$ cat src/design/spq_pkg.sv
// Shared types and constants for the stable priority queue.
// Holds the beat payload structs, the stored slot layout and the control enums.
// No dependencies.
package spq_pkg;

    // Fixed field widths of the queue entries and the result beat.
    localparam int PRIO_BITS = 4;
    localparam int TAG_BITS  = 16;
    localparam int OCC_BITS  = 5;

    // Item operation code.
    typedef enum logic {
        KIND_INSERT = 1'b0,
        KIND_SERVE  = 1'b1
    } kind_t;

    // Result status code.
    typedef enum logic [1:0] {
        STATUS_OK    = 2'd0,
        STATUS_EMPTY = 2'd1,
        STATUS_FULL  = 2'd2
    } status_t;

    // Sequencer states.
    typedef enum logic [1:0] {
        ST_IDLE  = 2'd0,
        ST_SERVE = 2'd1,
        ST_SCAN  = 2'd2,
        ST_PLACE = 2'd3
    } state_t;

    // Input beat.
    typedef struct packed {
        kind_t                 kind;
        logic [PRIO_BITS-1:0]  priority_req;
        logic [TAG_BITS-1:0]   entry_tag;
    } item_t;

    // Result beat.
    typedef struct packed {
        status_t               status;
        logic [PRIO_BITS-1:0]  served_priority;
        logic [TAG_BITS-1:0]   served_tag;
        logic [OCC_BITS-1:0]   occupancy;
    } result_t;

    // One stored queue slot.
    typedef struct packed {
        logic [PRIO_BITS-1:0]  prio;
        logic [TAG_BITS-1:0]   tag;
    } slot_t;

endpackage

$ cat src/design/stable_priority_queue.sv
// Stable priority queue: entries are held sorted by priority (lower is more urgent) in a
// circular RAM, with equal priorities kept in arrival order. Every input beat gives exactly
// one result beat carrying the status and the occupancy after the item. A serve reads the
// head slot and reports it from the serve state. An insert into a non-empty queue walks
// the RAM from the tail toward the head, one slot per cycle through the single read and
// write port, moving each entry of larger priority up by one. An insert into an empty
// queue, a refused insert and a serve on an empty queue finish straight from idle. The
// next item is taken once the sequencer is back in idle and the result register is free
// or being drained. No clearing pass is needed after reset.
// Depends on spq_pkg and spq_ram.
module stable_priority_queue
    import spq_pkg::*;
#(
    parameter int QUEUE_DEPTH = 16
) (
    input  logic    clk,
    input  logic    rst_n,
    input  logic    item_valid,
    output logic    item_ready,
    input  item_t   item,
    output logic    result_valid,
    input  logic    result_ready,
    output result_t result
);

    localparam int IDX_W = $clog2(QUEUE_DEPTH);
    localparam int CNT_W = $clog2(QUEUE_DEPTH + 1);
    localparam logic [IDX_W:0]   DEPTH_EXT = (IDX_W + 1)'(QUEUE_DEPTH);
    localparam logic [CNT_W-1:0] DEPTH_CNT = CNT_W'(QUEUE_DEPTH);
    localparam logic [IDX_W-1:0] LAST_IDX  = IDX_W'(QUEUE_DEPTH - 1);

    // Circular slot address: base plus offset, folded once into the depth.
    function automatic logic [IDX_W-1:0] wrap_add(input logic [IDX_W-1:0] base,
                                                  input logic [IDX_W-1:0] off);
        logic [IDX_W:0] sum;
        sum = {1'b0, base} + {1'b0, off};
        if (sum >= DEPTH_EXT)
        begin
            sum = sum - DEPTH_EXT;
        end
        return sum[IDX_W-1:0];
    endfunction

    state_t              state_reg, state_next;
    logic [IDX_W-1:0]    head_reg, head_next;
    logic [CNT_W-1:0]    count_reg, count_next;
    logic [IDX_W-1:0]    scan_reg, scan_next;
    slot_t               hold_reg, hold_next;
    result_t             out_reg, out_next;
    logic                out_valid_reg, out_valid_next;

    logic                accept;
    logic                is_full;
    logic                is_empty;
    logic                move_up;
    logic                done;

    logic                ram_wr_en;
    logic [IDX_W-1:0]    wr_off;
    slot_t               wr_slot;
    logic                ram_rd_en;
    logic [IDX_W-1:0]    rd_off;
    logic [$bits(slot_t)-1:0] ram_rd_data;
    slot_t               rd_slot;

    assign item_ready   = (state_reg == ST_IDLE) && (!out_valid_reg || result_ready);
    assign accept       = item_valid && item_ready;
    assign result_valid = out_valid_reg;
    assign result       = out_reg;
    assign is_full      = (count_reg == DEPTH_CNT);
    assign is_empty     = (count_reg == '0);
    assign rd_slot      = slot_t'(ram_rd_data);

    // Shared compare unit: the slot just read yields its place to the new entry.
    assign move_up      = (rd_slot.prio > hold_reg.prio);

    // Slot store.
    spq_ram #(
        .WIDTH ($bits(slot_t)),
        .DEPTH (QUEUE_DEPTH)
    ) u_slots (
        .clk     (clk),
        .wr_en   (ram_wr_en),
        .wr_addr (wrap_add(head_reg, wr_off)),
        .wr_data (wr_slot),
        .rd_en   (ram_rd_en),
        .rd_addr (wrap_add(head_reg, rd_off)),
        .rd_data (ram_rd_data)
    );

    // Next-state logic.
    always_comb
    begin
        state_next = state_reg;
        case (state_reg)
            ST_IDLE:
            begin
                if (accept)
                begin
                    if (item.kind == KIND_SERVE)
                    begin
                        if (!is_empty)
                        begin
                            state_next = ST_SERVE;
                        end
                    end
                    else if (!is_full && !is_empty)
                    begin
                        state_next = ST_SCAN;
                    end
                end
            end
            ST_SERVE:
            begin
                state_next = ST_IDLE;
            end
            ST_SCAN:
            begin
                if (!move_up)
                begin
                    state_next = ST_IDLE;
                end
                else if (scan_reg == '0)
                begin
                    state_next = ST_PLACE;
                end
            end
            ST_PLACE:
            begin
                state_next = ST_IDLE;
            end
            default:
            begin
                state_next = ST_IDLE;
            end
        endcase
    end

    // Datapath control: RAM ports, pointers and the result register.
    always_comb
    begin
        head_next      = head_reg;
        count_next     = count_reg;
        scan_next      = scan_reg;
        hold_next      = hold_reg;
        out_next       = out_reg;
        done           = 1'b0;
        ram_wr_en      = 1'b0;
        wr_off         = '0;
        wr_slot        = hold_reg;
        ram_rd_en      = 1'b0;
        rd_off         = '0;

        case (state_reg)
            ST_IDLE:
            begin
                if (accept)
                begin
                    hold_next.prio = item.priority_req;
                    hold_next.tag  = item.entry_tag;
                    if (item.kind == KIND_SERVE)
                    begin
                        if (is_empty)
                        begin
                            done     = 1'b1;
                            out_next = '{STATUS_EMPTY, '0, '0, OCC_BITS'(count_reg)};
                        end
                        else
                        begin
                            // Fetch the head slot.
                            ram_rd_en = 1'b1;
                            rd_off    = '0;
                        end
                    end
                    else if (is_full)
                    begin
                        done     = 1'b1;
                        out_next = '{STATUS_FULL, '0, '0, OCC_BITS'(count_reg)};
                    end
                    else if (is_empty)
                    begin
                        // First entry goes straight to the head slot.
                        ram_wr_en    = 1'b1;
                        wr_off       = '0;
                        wr_slot.prio = item.priority_req;
                        wr_slot.tag  = item.entry_tag;
                        count_next   = count_reg + 1'b1;
                        done         = 1'b1;
                        out_next     = '{STATUS_OK, '0, '0, OCC_BITS'(count_next)};
                    end
                    else
                    begin
                        // Start the walk at the tail entry.
                        ram_rd_en = 1'b1;
                        rd_off    = IDX_W'(count_reg - 1'b1);
                        scan_next = IDX_W'(count_reg - 1'b1);
                    end
                end
            end
            ST_SERVE:
            begin
                head_next  = (head_reg == LAST_IDX) ? '0 : head_reg + 1'b1;
                count_next = count_reg - 1'b1;
                done       = 1'b1;
                out_next   = '{STATUS_OK, rd_slot.prio, rd_slot.tag, OCC_BITS'(count_next)};
            end
            ST_SCAN:
            begin
                ram_wr_en = 1'b1;
                wr_off    = scan_reg + 1'b1;
                if (move_up)
                begin
                    // Shift this entry one slot toward the tail and read the next one.
                    wr_slot = rd_slot;
                    if (scan_reg != '0)
                    begin
                        ram_rd_en = 1'b1;
                        rd_off    = scan_reg - 1'b1;
                        scan_next = scan_reg - 1'b1;
                    end
                end
                else
                begin
                    // New entry lands just behind the last entry of lower or equal priority.
                    wr_slot    = hold_reg;
                    count_next = count_reg + 1'b1;
                    done       = 1'b1;
                    out_next   = '{STATUS_OK, '0, '0, OCC_BITS'(count_next)};
                end
            end
            ST_PLACE:
            begin
                ram_wr_en  = 1'b1;
                wr_off     = '0;
                wr_slot    = hold_reg;
                count_next = count_reg + 1'b1;
                done       = 1'b1;
                out_next   = '{STATUS_OK, '0, '0, OCC_BITS'(count_next)};
            end
            default:
            begin
                done = 1'b0;
            end
        endcase

        // A finished item always finds the result register free or draining.
        if (done)
        begin
            out_valid_next = 1'b1;
        end
        else if (result_ready)
        begin
            out_valid_next = 1'b0;
        end
        else
        begin
            out_valid_next = out_valid_reg;
        end
    end

    // Control registers.
    always_ff @(posedge clk or negedge rst_n)
    begin
        if (!rst_n)
        begin
            state_reg     <= ST_IDLE;
            head_reg      <= '0;
            count_reg     <= '0;
            out_valid_reg <= 1'b0;
        end
        else
        begin
            state_reg     <= state_next;
            head_reg      <= head_next;
            count_reg     <= count_next;
            out_valid_reg <= out_valid_next;
        end
    end

    // Payload registers.
    always_ff @(posedge clk)
    begin
        scan_reg <= scan_next;
        hold_reg <= hold_next;
        out_reg  <= out_next;
    end

    // The fill count never passes the depth.
    assert property (@(posedge clk) disable iff (!rst_n)
        count_reg <= DEPTH_CNT)
        else $error("fill count above queue depth");

    // A walk only runs while there is room for the new entry.
    assert property (@(posedge clk) disable iff (!rst_n)
        (state_reg == ST_SCAN || state_reg == ST_PLACE) |-> !is_full)
        else $error("insert walk on a full queue");

    // A serve of a held entry removes exactly one entry.
    assert property (@(posedge clk) disable iff (!rst_n)
        (state_reg == ST_SERVE) |=> (count_reg == $past(count_reg) - 1'b1))
        else $error("serve did not remove one entry");

    // Refused or empty results carry no served entry.
    assert property (@(posedge clk) disable iff (!rst_n)
        (out_valid_reg && out_reg.status != STATUS_OK)
            |-> (out_reg.served_priority == '0 && out_reg.served_tag == '0))
        else $error("error result carries a served entry");

endmodule

$ cat src/design/spq_ram.sv
// Generic single-write, single-read RAM with a registered read port.
// Used for the slot store of the stable priority queue. No dependencies.
module spq_ram #(
    parameter int WIDTH = 20,
    parameter int DEPTH = 16
) (
    input  logic                     clk,
    input  logic                     wr_en,
    input  logic [$clog2(DEPTH)-1:0] wr_addr,
    input  logic [WIDTH-1:0]         wr_data,
    input  logic                     rd_en,
    input  logic [$clog2(DEPTH)-1:0] rd_addr,
    output logic [WIDTH-1:0]         rd_data
);

    logic [WIDTH-1:0] mem [DEPTH];

    // Write port.
    always_ff @(posedge clk)
    begin
        if (wr_en)
        begin
            mem[wr_addr] <= wr_data;
        end
    end

    // Registered read port.
    always_ff @(posedge clk)
    begin
        if (rd_en)
        begin
            rd_data <= mem[rd_addr];
        end
    end

endmodule

$ cat config.mk
export PLATFORM = sky130hd
export DESIGN_NAME = stable_priority_queue
export DESIGN_NICKNAME = d
export VERILOG_FILES = /design/src/design/spq_pkg.sv /design/src/design/stable_priority_queue.sv /design/src/design/spq_ram.sv
export SDC_FILE = /design/constraint.sdc
export NUM_CORES = 1
export LEC_CHECK = 0
export ABC_CLOCK_PERIOD_IN_PS = 12900
export BUFFER_PORTS_ARGS = -buffer_cell sky130_fd_sc_hd__buf_4
export CAP_MARGIN = 5
export CORE_UTILIZATION = 40
export DETAILED_ROUTE_END_ITERATION = 6
export GPL_ROUTABILITY_DRIVEN = 0
export GPL_TIMING_DRIVEN = 0
export PLACE_DENSITY_LB_ADDON = 0.08
export SYNTH_ARGS = -nofsm -noshare
export SYNTH_HDL_FRONTEND = slang
export SYNTH_HIERARCHICAL = 1
export SYNTH_SLANG_ARGS = --single-unit
$ cat constraint.sdc
create_clock -name clk -period 12.9 [get_ports clk]
set_input_delay 0 -clock clk [delete_from_list [all_inputs] [get_ports clk]]
set_output_delay 0 -clock clk [all_outputs]
set_load 0.02 [all_outputs]
==> results of run 1 <==
==> power breakdown <==
group / internal, mW / switching, mW / total (mW)
registers: 1.94 / 0.0878 / 2.03
logic: 0.811 / 1.38 / 2.19
clock network: 0.607 / 0.480 / 1.09
total: 3.36 / 1.94 / 5.30
==> cell type report <==
cell class | count | area share, %
sequential | 403 | 62.5
buffer | 45 | 1.33
clock buffer | 51 | 5.74
tap | 525 | 3.41
multi-input combinational | 398 | 21.5
inverter | 18 | 0.351
timing repair buffer | 93 | 4.56
clock inverter | 23 | 0.539
==> routing by layer <==
layer	share of wire, %	global-route usage [%]
met1	46	28.1
met3	4.8	2.77
met5	0	0
met2	47	31.0
met4	2.2	6.37
==> path summary, 6_finish.rpt <==
kind	endpoint	from	slack, ns	cells after the start
max reg2reg	u_slots/rd_data[1]	u_slots/rd_data[17]	7.99	16
min in group asynchronous	count_reg[2]	rst_n	0.56	3
max in group asynchronous	result_valid	rst_n	11.89	3
min reg2reg	result[5]	u_slots/rd_data[0]	0.55	1
max	u_slots/rd_data[1]	u_slots/rd_data[17]	7.99	16
min	hold_reg[7]	item[7]	0.19	2
==> cell families after synthesis <==
| logic type | count (synthesis) |
|---|---|
| AO/OA/AOI/OAI | 102 |
| XOR/XNOR | 20 |
| adder cells (fa/ha/maj) | 19 |
| buffers and inverters | 63 |
| AND/OR/NAND/NOR | 155 |
| flip-flops | 403 |
| multiplexers | 102 |
==> cells in the final DEF (no fill, tap or decap), types with 3 or more instances in the layout <==
master,instances
edfxtp_1,391
mux4_2,64
buf_4,58
clkbuf_16,43
nor2_1,42
a22oi_1,40
nand2_1,38
clkbuf_1,33
dlygate4sd3_1,24
and2_1,22
mux2i_1,21
a221o_1,21
inv_1,18
ha_1,17
clkinv_1,17
buf_6,16
mux4_1,16
a21oi_1,14
xnor2_1,12
dfrtp_1,12
nand3_1,9
o21ai_0,8
xor2_1,8
buf_2,7
nor2_2,6
nor2_4,6
nor3_2,5
nand2b_1,5
nor2b_1,5
buf_8,5
nor3_1,4
a21o_1,3
clkinv_2,3
==> per-stage QoR <==
step	utilization, %	total power [mW]	hold slack, ns
2_1_floorplan	-	3.41	-0.296
3_3_place_gp	43.6	4.19	-0.132
3_5_place_dp	44.3	4.25	-0.134
4_1_cts	48.0	5.35	0.144
5_1_grt	48.0	5.57	0.169
6_report	48.0	5.30	0.187
==> impl_metrics.yaml, run 1 <==
outcome:
  status: "complete, no violations"
clock_tree:
  cts_made_buffers: 43
  cts_tree: "built"
  post_cts_resized: 0
  root_buffer: "clkbuf_16"
  clk_pin_slew_ns: 0.06
  htree_levels: 2
  cts.path.max_buffers: 3
  postCtsSetupBuffers: 0
  clk_latency_ns: 0.55
  cts.sink_count: 403
  hold_buffers: 24
cells_and_area:
  antenna_cells: 0
  regArea_um2: 12000
  fill_cells: 3375
  top_register: "u_slots/mem"
  stdcell_count: 1556
  synthToLayoutAreaGrowth_pct: 17.3
  drive_gt1_share_pct: 22.1
  fin_area_um2: 19300
  final_nets: 1046
  largest_reg_flops: 320
  multiInputGateArea_um2: 4150
die:
  initial_core_util_pct: 40.9
  dieArea_um2: 41900
  core_area_um2: 40100
  boundaryPins: 54
  die-width_um: 205
  fp.dieH_um: 205
  rows: 73
synth:
  synth_compound_gate_area_share_pct: 4.73
  postSynthAreaPerCell_um2: 19.0
  ys_dominant_reg_cell: "edfxtp_1"
  yosysTopAreaCell: "edfxtp_1"
  netlist_area_um2: 16400
  synth_most_common_cell: "edfxtp_1"
  yosys.cell_types.count: 51
  synth_seq_area_share_pct: 73.3
  syn-num-nets: 908
  muxShareOfSynthArea_pct: 12.7
  ys_seq_elements: 403
  async_flop_share_pct: 2.98
  synth-edff-count: 391
  synth_xor_area_share_pct: 1.07
  synth_area_leaders: "edfxtp_1 72%, mux4_2 8.8%, mux4_1 2.6%"
  synth-simple-area-share_pct: 4.66
  synthTopCellsByCount: "391 x edfxtp_1, 64 x mux4_2, 54 x nor2_1"
  ys_warn_count: 6
  synth_top_family_by_area: "multiplexers"
  synth_top_area_share_pct: 71.5
  synth_cells: 864
  synthAdderAreaFrac_pct: 1.54
global_routing:
  grt_usage_pct: 19.7
  grt_max_degree: 24
  antenna_found_initial: 0
  grt_pass1_wl_um: 58400
  grt_pass1_vias: 8624
  globalRoute.totalOverflow: 0
drt:
  drt_first_pass_iters: 5
  wl_per_cell_um: 25.4
  routed_wl_um: 39600
  post_drt_via_cell_ratio: 5.48
  route.detailed.drc: 0
  drtIter0Drc: 769
  vias: 8525
  ant_nets: 0
sta:
  finalCritPeriodShare_pct: 38.0
  slew_headroom_pct: 29.3
  finalCriticalPeriod_ns: 4.91
  tightest_slew_ns: 1.06
  rsz0062_at_grt: "no"
  clock-skew-final_ns: 0.0141
  hold_viol: 0
  drv_slew: 0
  setup_violations: 0
  setup_tns_ns: 0
  fmax_mhz: 204
  timing.final.ws_setup_ns: 7.99
setup_path:
  critPathTopFamily: "buffers and inverters"
  crit_fanout: 10
  worstPathCellList: "ha_1, nor2b_1, o211ai_1, a211oi_2, buf_2, nand2_1, o22ai_1, ha_1, inv_1, fa_1, inv_1, buf_2, clkbuf_1, mux4_1, a22oi_1, nand2_1"
  cp_slowest_cell: "clkbuf_1"
  critPathLaunchType: "register"
  critPathCaptureType: "register"
  worst-setup-path-type: "register to register"
  crit_arrival_ns: 5.19
  required_ns: 13.19
  critPathMaxStageDelay_ns: 0.60
  cp_num_buf_inv: 5
place:
  post-place-ws_ns: 8.05
  hpwlAfterDp_um: 25700
  placed_cells: 1457
  port-buffer-count: 53
  placed_area_um2: 17800
power_and_ir_drop:
  power_density_nw_per_um2: 275
  irDropWorstVdd_uv: 111
  leakage_nw: 6.56
hold_path:
  holdCritPathClass: "primary input to register"
job:
  cap_violations: 0
No activity file was read; power rests on OpenSTA's default activity.
==> run 2: changes to the inputs <==
--- a/config.mk
+++ b/config.mk
@@ -5,7 +5,7 @@
 export SDC_FILE = /design/constraint.sdc
 export NUM_CORES = 1
 export LEC_CHECK = 0
-export ABC_CLOCK_PERIOD_IN_PS = 12900
+export ABC_CLOCK_PERIOD_IN_PS = 4100
 export BUFFER_PORTS_ARGS = -buffer_cell sky130_fd_sc_hd__buf_4
 export CAP_MARGIN = 5
 export CORE_UTILIZATION = 40
==> constraint.sdc (replaced) <==
create_clock -name clk -period 4.1 [get_ports clk]
set_input_delay 0 -clock clk [delete_from_list [all_inputs] [get_ports clk]]
set_output_delay 0 -clock clk [all_outputs]
set_load 0.02 [all_outputs]
==> impl_metrics.yaml, run 2 (synthesis results as in run 1) <==
power_and_ir_drop:
  switching_share_pct: 36.5
  power_frac_clock_pct: 20.6
  p_switching_mw: 6.34
  p_int_mw: 11.0
  power_density_nw_per_um2: 883
  seq_power_share_pct: 36.7
  pwr-share-comb_pct: 42.7
  leakage_nw: 6.79
  irDropWorstVdd_uv: 361
sta:
  slew_headroom_pct: 20.2
  rsz0062_at_grt: "yes"
  setup_tns_ns: 0
  finalCritPeriodShare_pct: 96.0
  drv_slew: 0
  clock-skew-final_ns: 0.0214
  setup_violations: 0
  finalCriticalPeriod_ns: 3.94
  timing.final.ws_setup_ns: 0.162
  tightest_slew_ns: 1.19
  fmax_mhz: 254
  hold_viol: 0
drt:
  routed_wl_um: 40300
  drtIter0Drc: 629
  vias: 8607
  ant_nets: 0
  post_drt_via_cell_ratio: 5.46
  wl_per_cell_um: 25.6
  drt_first_pass_iters: 7
  route.detailed.drc: 0
cells_and_area:
  mostFrequentLayoutCell: "edfxtp_1"
  stdcell_count: 1576
  synthToLayoutAreaGrowth_pct: 19.8
  final_nets: 1065
  fill_cells: 3342
  drive_gt1_share_pct: 27.3
  top_register: "u_slots/mem"
  final_cell_mix: "391 x edfxtp_1, 85 x buf_4, 64 x mux4_2"
  antenna_cells: 0
  largest_reg_flops: 320
setup_path:
  cp_num_cells: 11
  crit_fanout: 20
  required_ns: 4.27
  reg2reg_slack_ns: 0.16
  r2r_cells: 11
  regToRegStartpoint: "scan_reg[0]"
  worstPathCellList: "inv_1, ha_1, nand3_1, inv_1, ha_1, a21o_1, a21oi_1, xor2_1, xnor2_1, or3b_2, nor2_4"
  critPathLaunchType: "register"
  crit_arrival_ns: 4.11
  critPathMaxStageDelay_ns: 0.71
  worst-setup-path-type: "register to register"
  cp_slowest_cell: "nor2_4"
  crit_end: "u_slots/mem[1][6]"
  rr_endpoint: "u_slots/mem[1][6]"
  critPathTopFamily: "simple AND/OR/NAND/NOR gates"
  critPathCaptureType: "register"
  cp_num_buf_inv: 2
  crit_path_start: "scan_reg[0]"
global_routing:
  antenna_found_initial: 0
  met1_usage_pct: 27.9
  grt_max_degree: 24
  grtUsageMet3_pct: 3.37
  grt_pass1_vias: 8677
  grt_usage_pct: 19.6
  top_usage_layer: "met2"
  grt_use_met2_pct: 30.9
  grt_pass1_wl_um: 58600
  globalRoute.totalOverflow: 0
job:
  cap_violations: 0
clock_tree:
  clk_latency_ns: 0.56
  root_buffer: "clkbuf_16"
  cts_made_buffers: 43
  cts.sink_count: 403
  clk_pin_slew_ns: 0.06
  cts.path.max_buffers: 3
  htree_levels: 2
  cts_tree: "built"
die:
  fp.dieH_um: 205
  dieArea_um2: 41900
  boundaryPins: 54
  die-width_um: 205
  rows: 73
  core_area_um2: 40100
  initial_core_util_pct: 40.9
outcome:
  status: "complete, no violations"
hold_path:
  holdCritPathClass: "primary input to register"
  hold_path_depth: 2
  min_from: "item[6]"
place:
  hpwlAfterDp_um: 25200
  placed_cells: 1453
  port-buffer-count: 53
  post-place-ws_ns: -0.791
## run 2: worst min path at each step
stage                   endpoint  slack [ns]
floorplan           count_reg[0]       -0.30
global placement    count_reg[3]       -0.13
detailed placement  count_reg[3]       -0.14
CTS                  hold_reg[3]        0.15
global route         hold_reg[3]        0.16
finish               hold_reg[6]        0.17
## run 2: power by group through the flow
stage                     sequential (mW)  combinational, mW  clock [mW]
final                                6.37               7.42        3.58
after global routing                 6.44               7.97        3.80
after CTS                            6.38               7.33        3.66
after detailed placement             6.47               6.93           0
after global placement               6.48               6.73           0
after floorplan                      6.55               4.17           0
## run 2: final cells by class
cell class	instances	area (um^2)	area share, %
clock buffer	52	1150	5.86
timing repair buffer	111	986	5.01
inverter	18	67.6	0.344
multi-input combinational	399	4290	21.8
sequential	403	12000	61.2
clock inverter	23	123	0.624
tap	525	657	3.34
buffer	45	347	1.76
## run 2: repair_timing
action | CTS | global route
endpoints found under the hold margin | 38 | 0
gates resized for setup | 46 | 26
setup endpoints to repair | 41 | 249
gates cloned | 0 | 1
hold buffers | 24 | 0
buffers inserted | 3 | 19
pin swaps | 3 | 12
## run 2: through the flow
stage	hold slack (ns)	instance area, um^2	total power [mW]	util [%]
6_report	0.168	19700	17.4	49.0
5_1_grt	0.158	19700	18.2	49.0
4_1_cts	0.150	19500	17.4	48.5
3_5_place_dp	-0.136	17800	13.4	44.3
3_3_place_gp	-0.133	17500	13.2	43.6
2_1_floorplan	-0.296	16400	10.7	-
## run 2: per-layer routing
metal,part of all wire (%),vias up
met4,1.8,0
met1,46,4503
met2,47,224
li1,-,3832
met3,5.2,48
met5,0,-
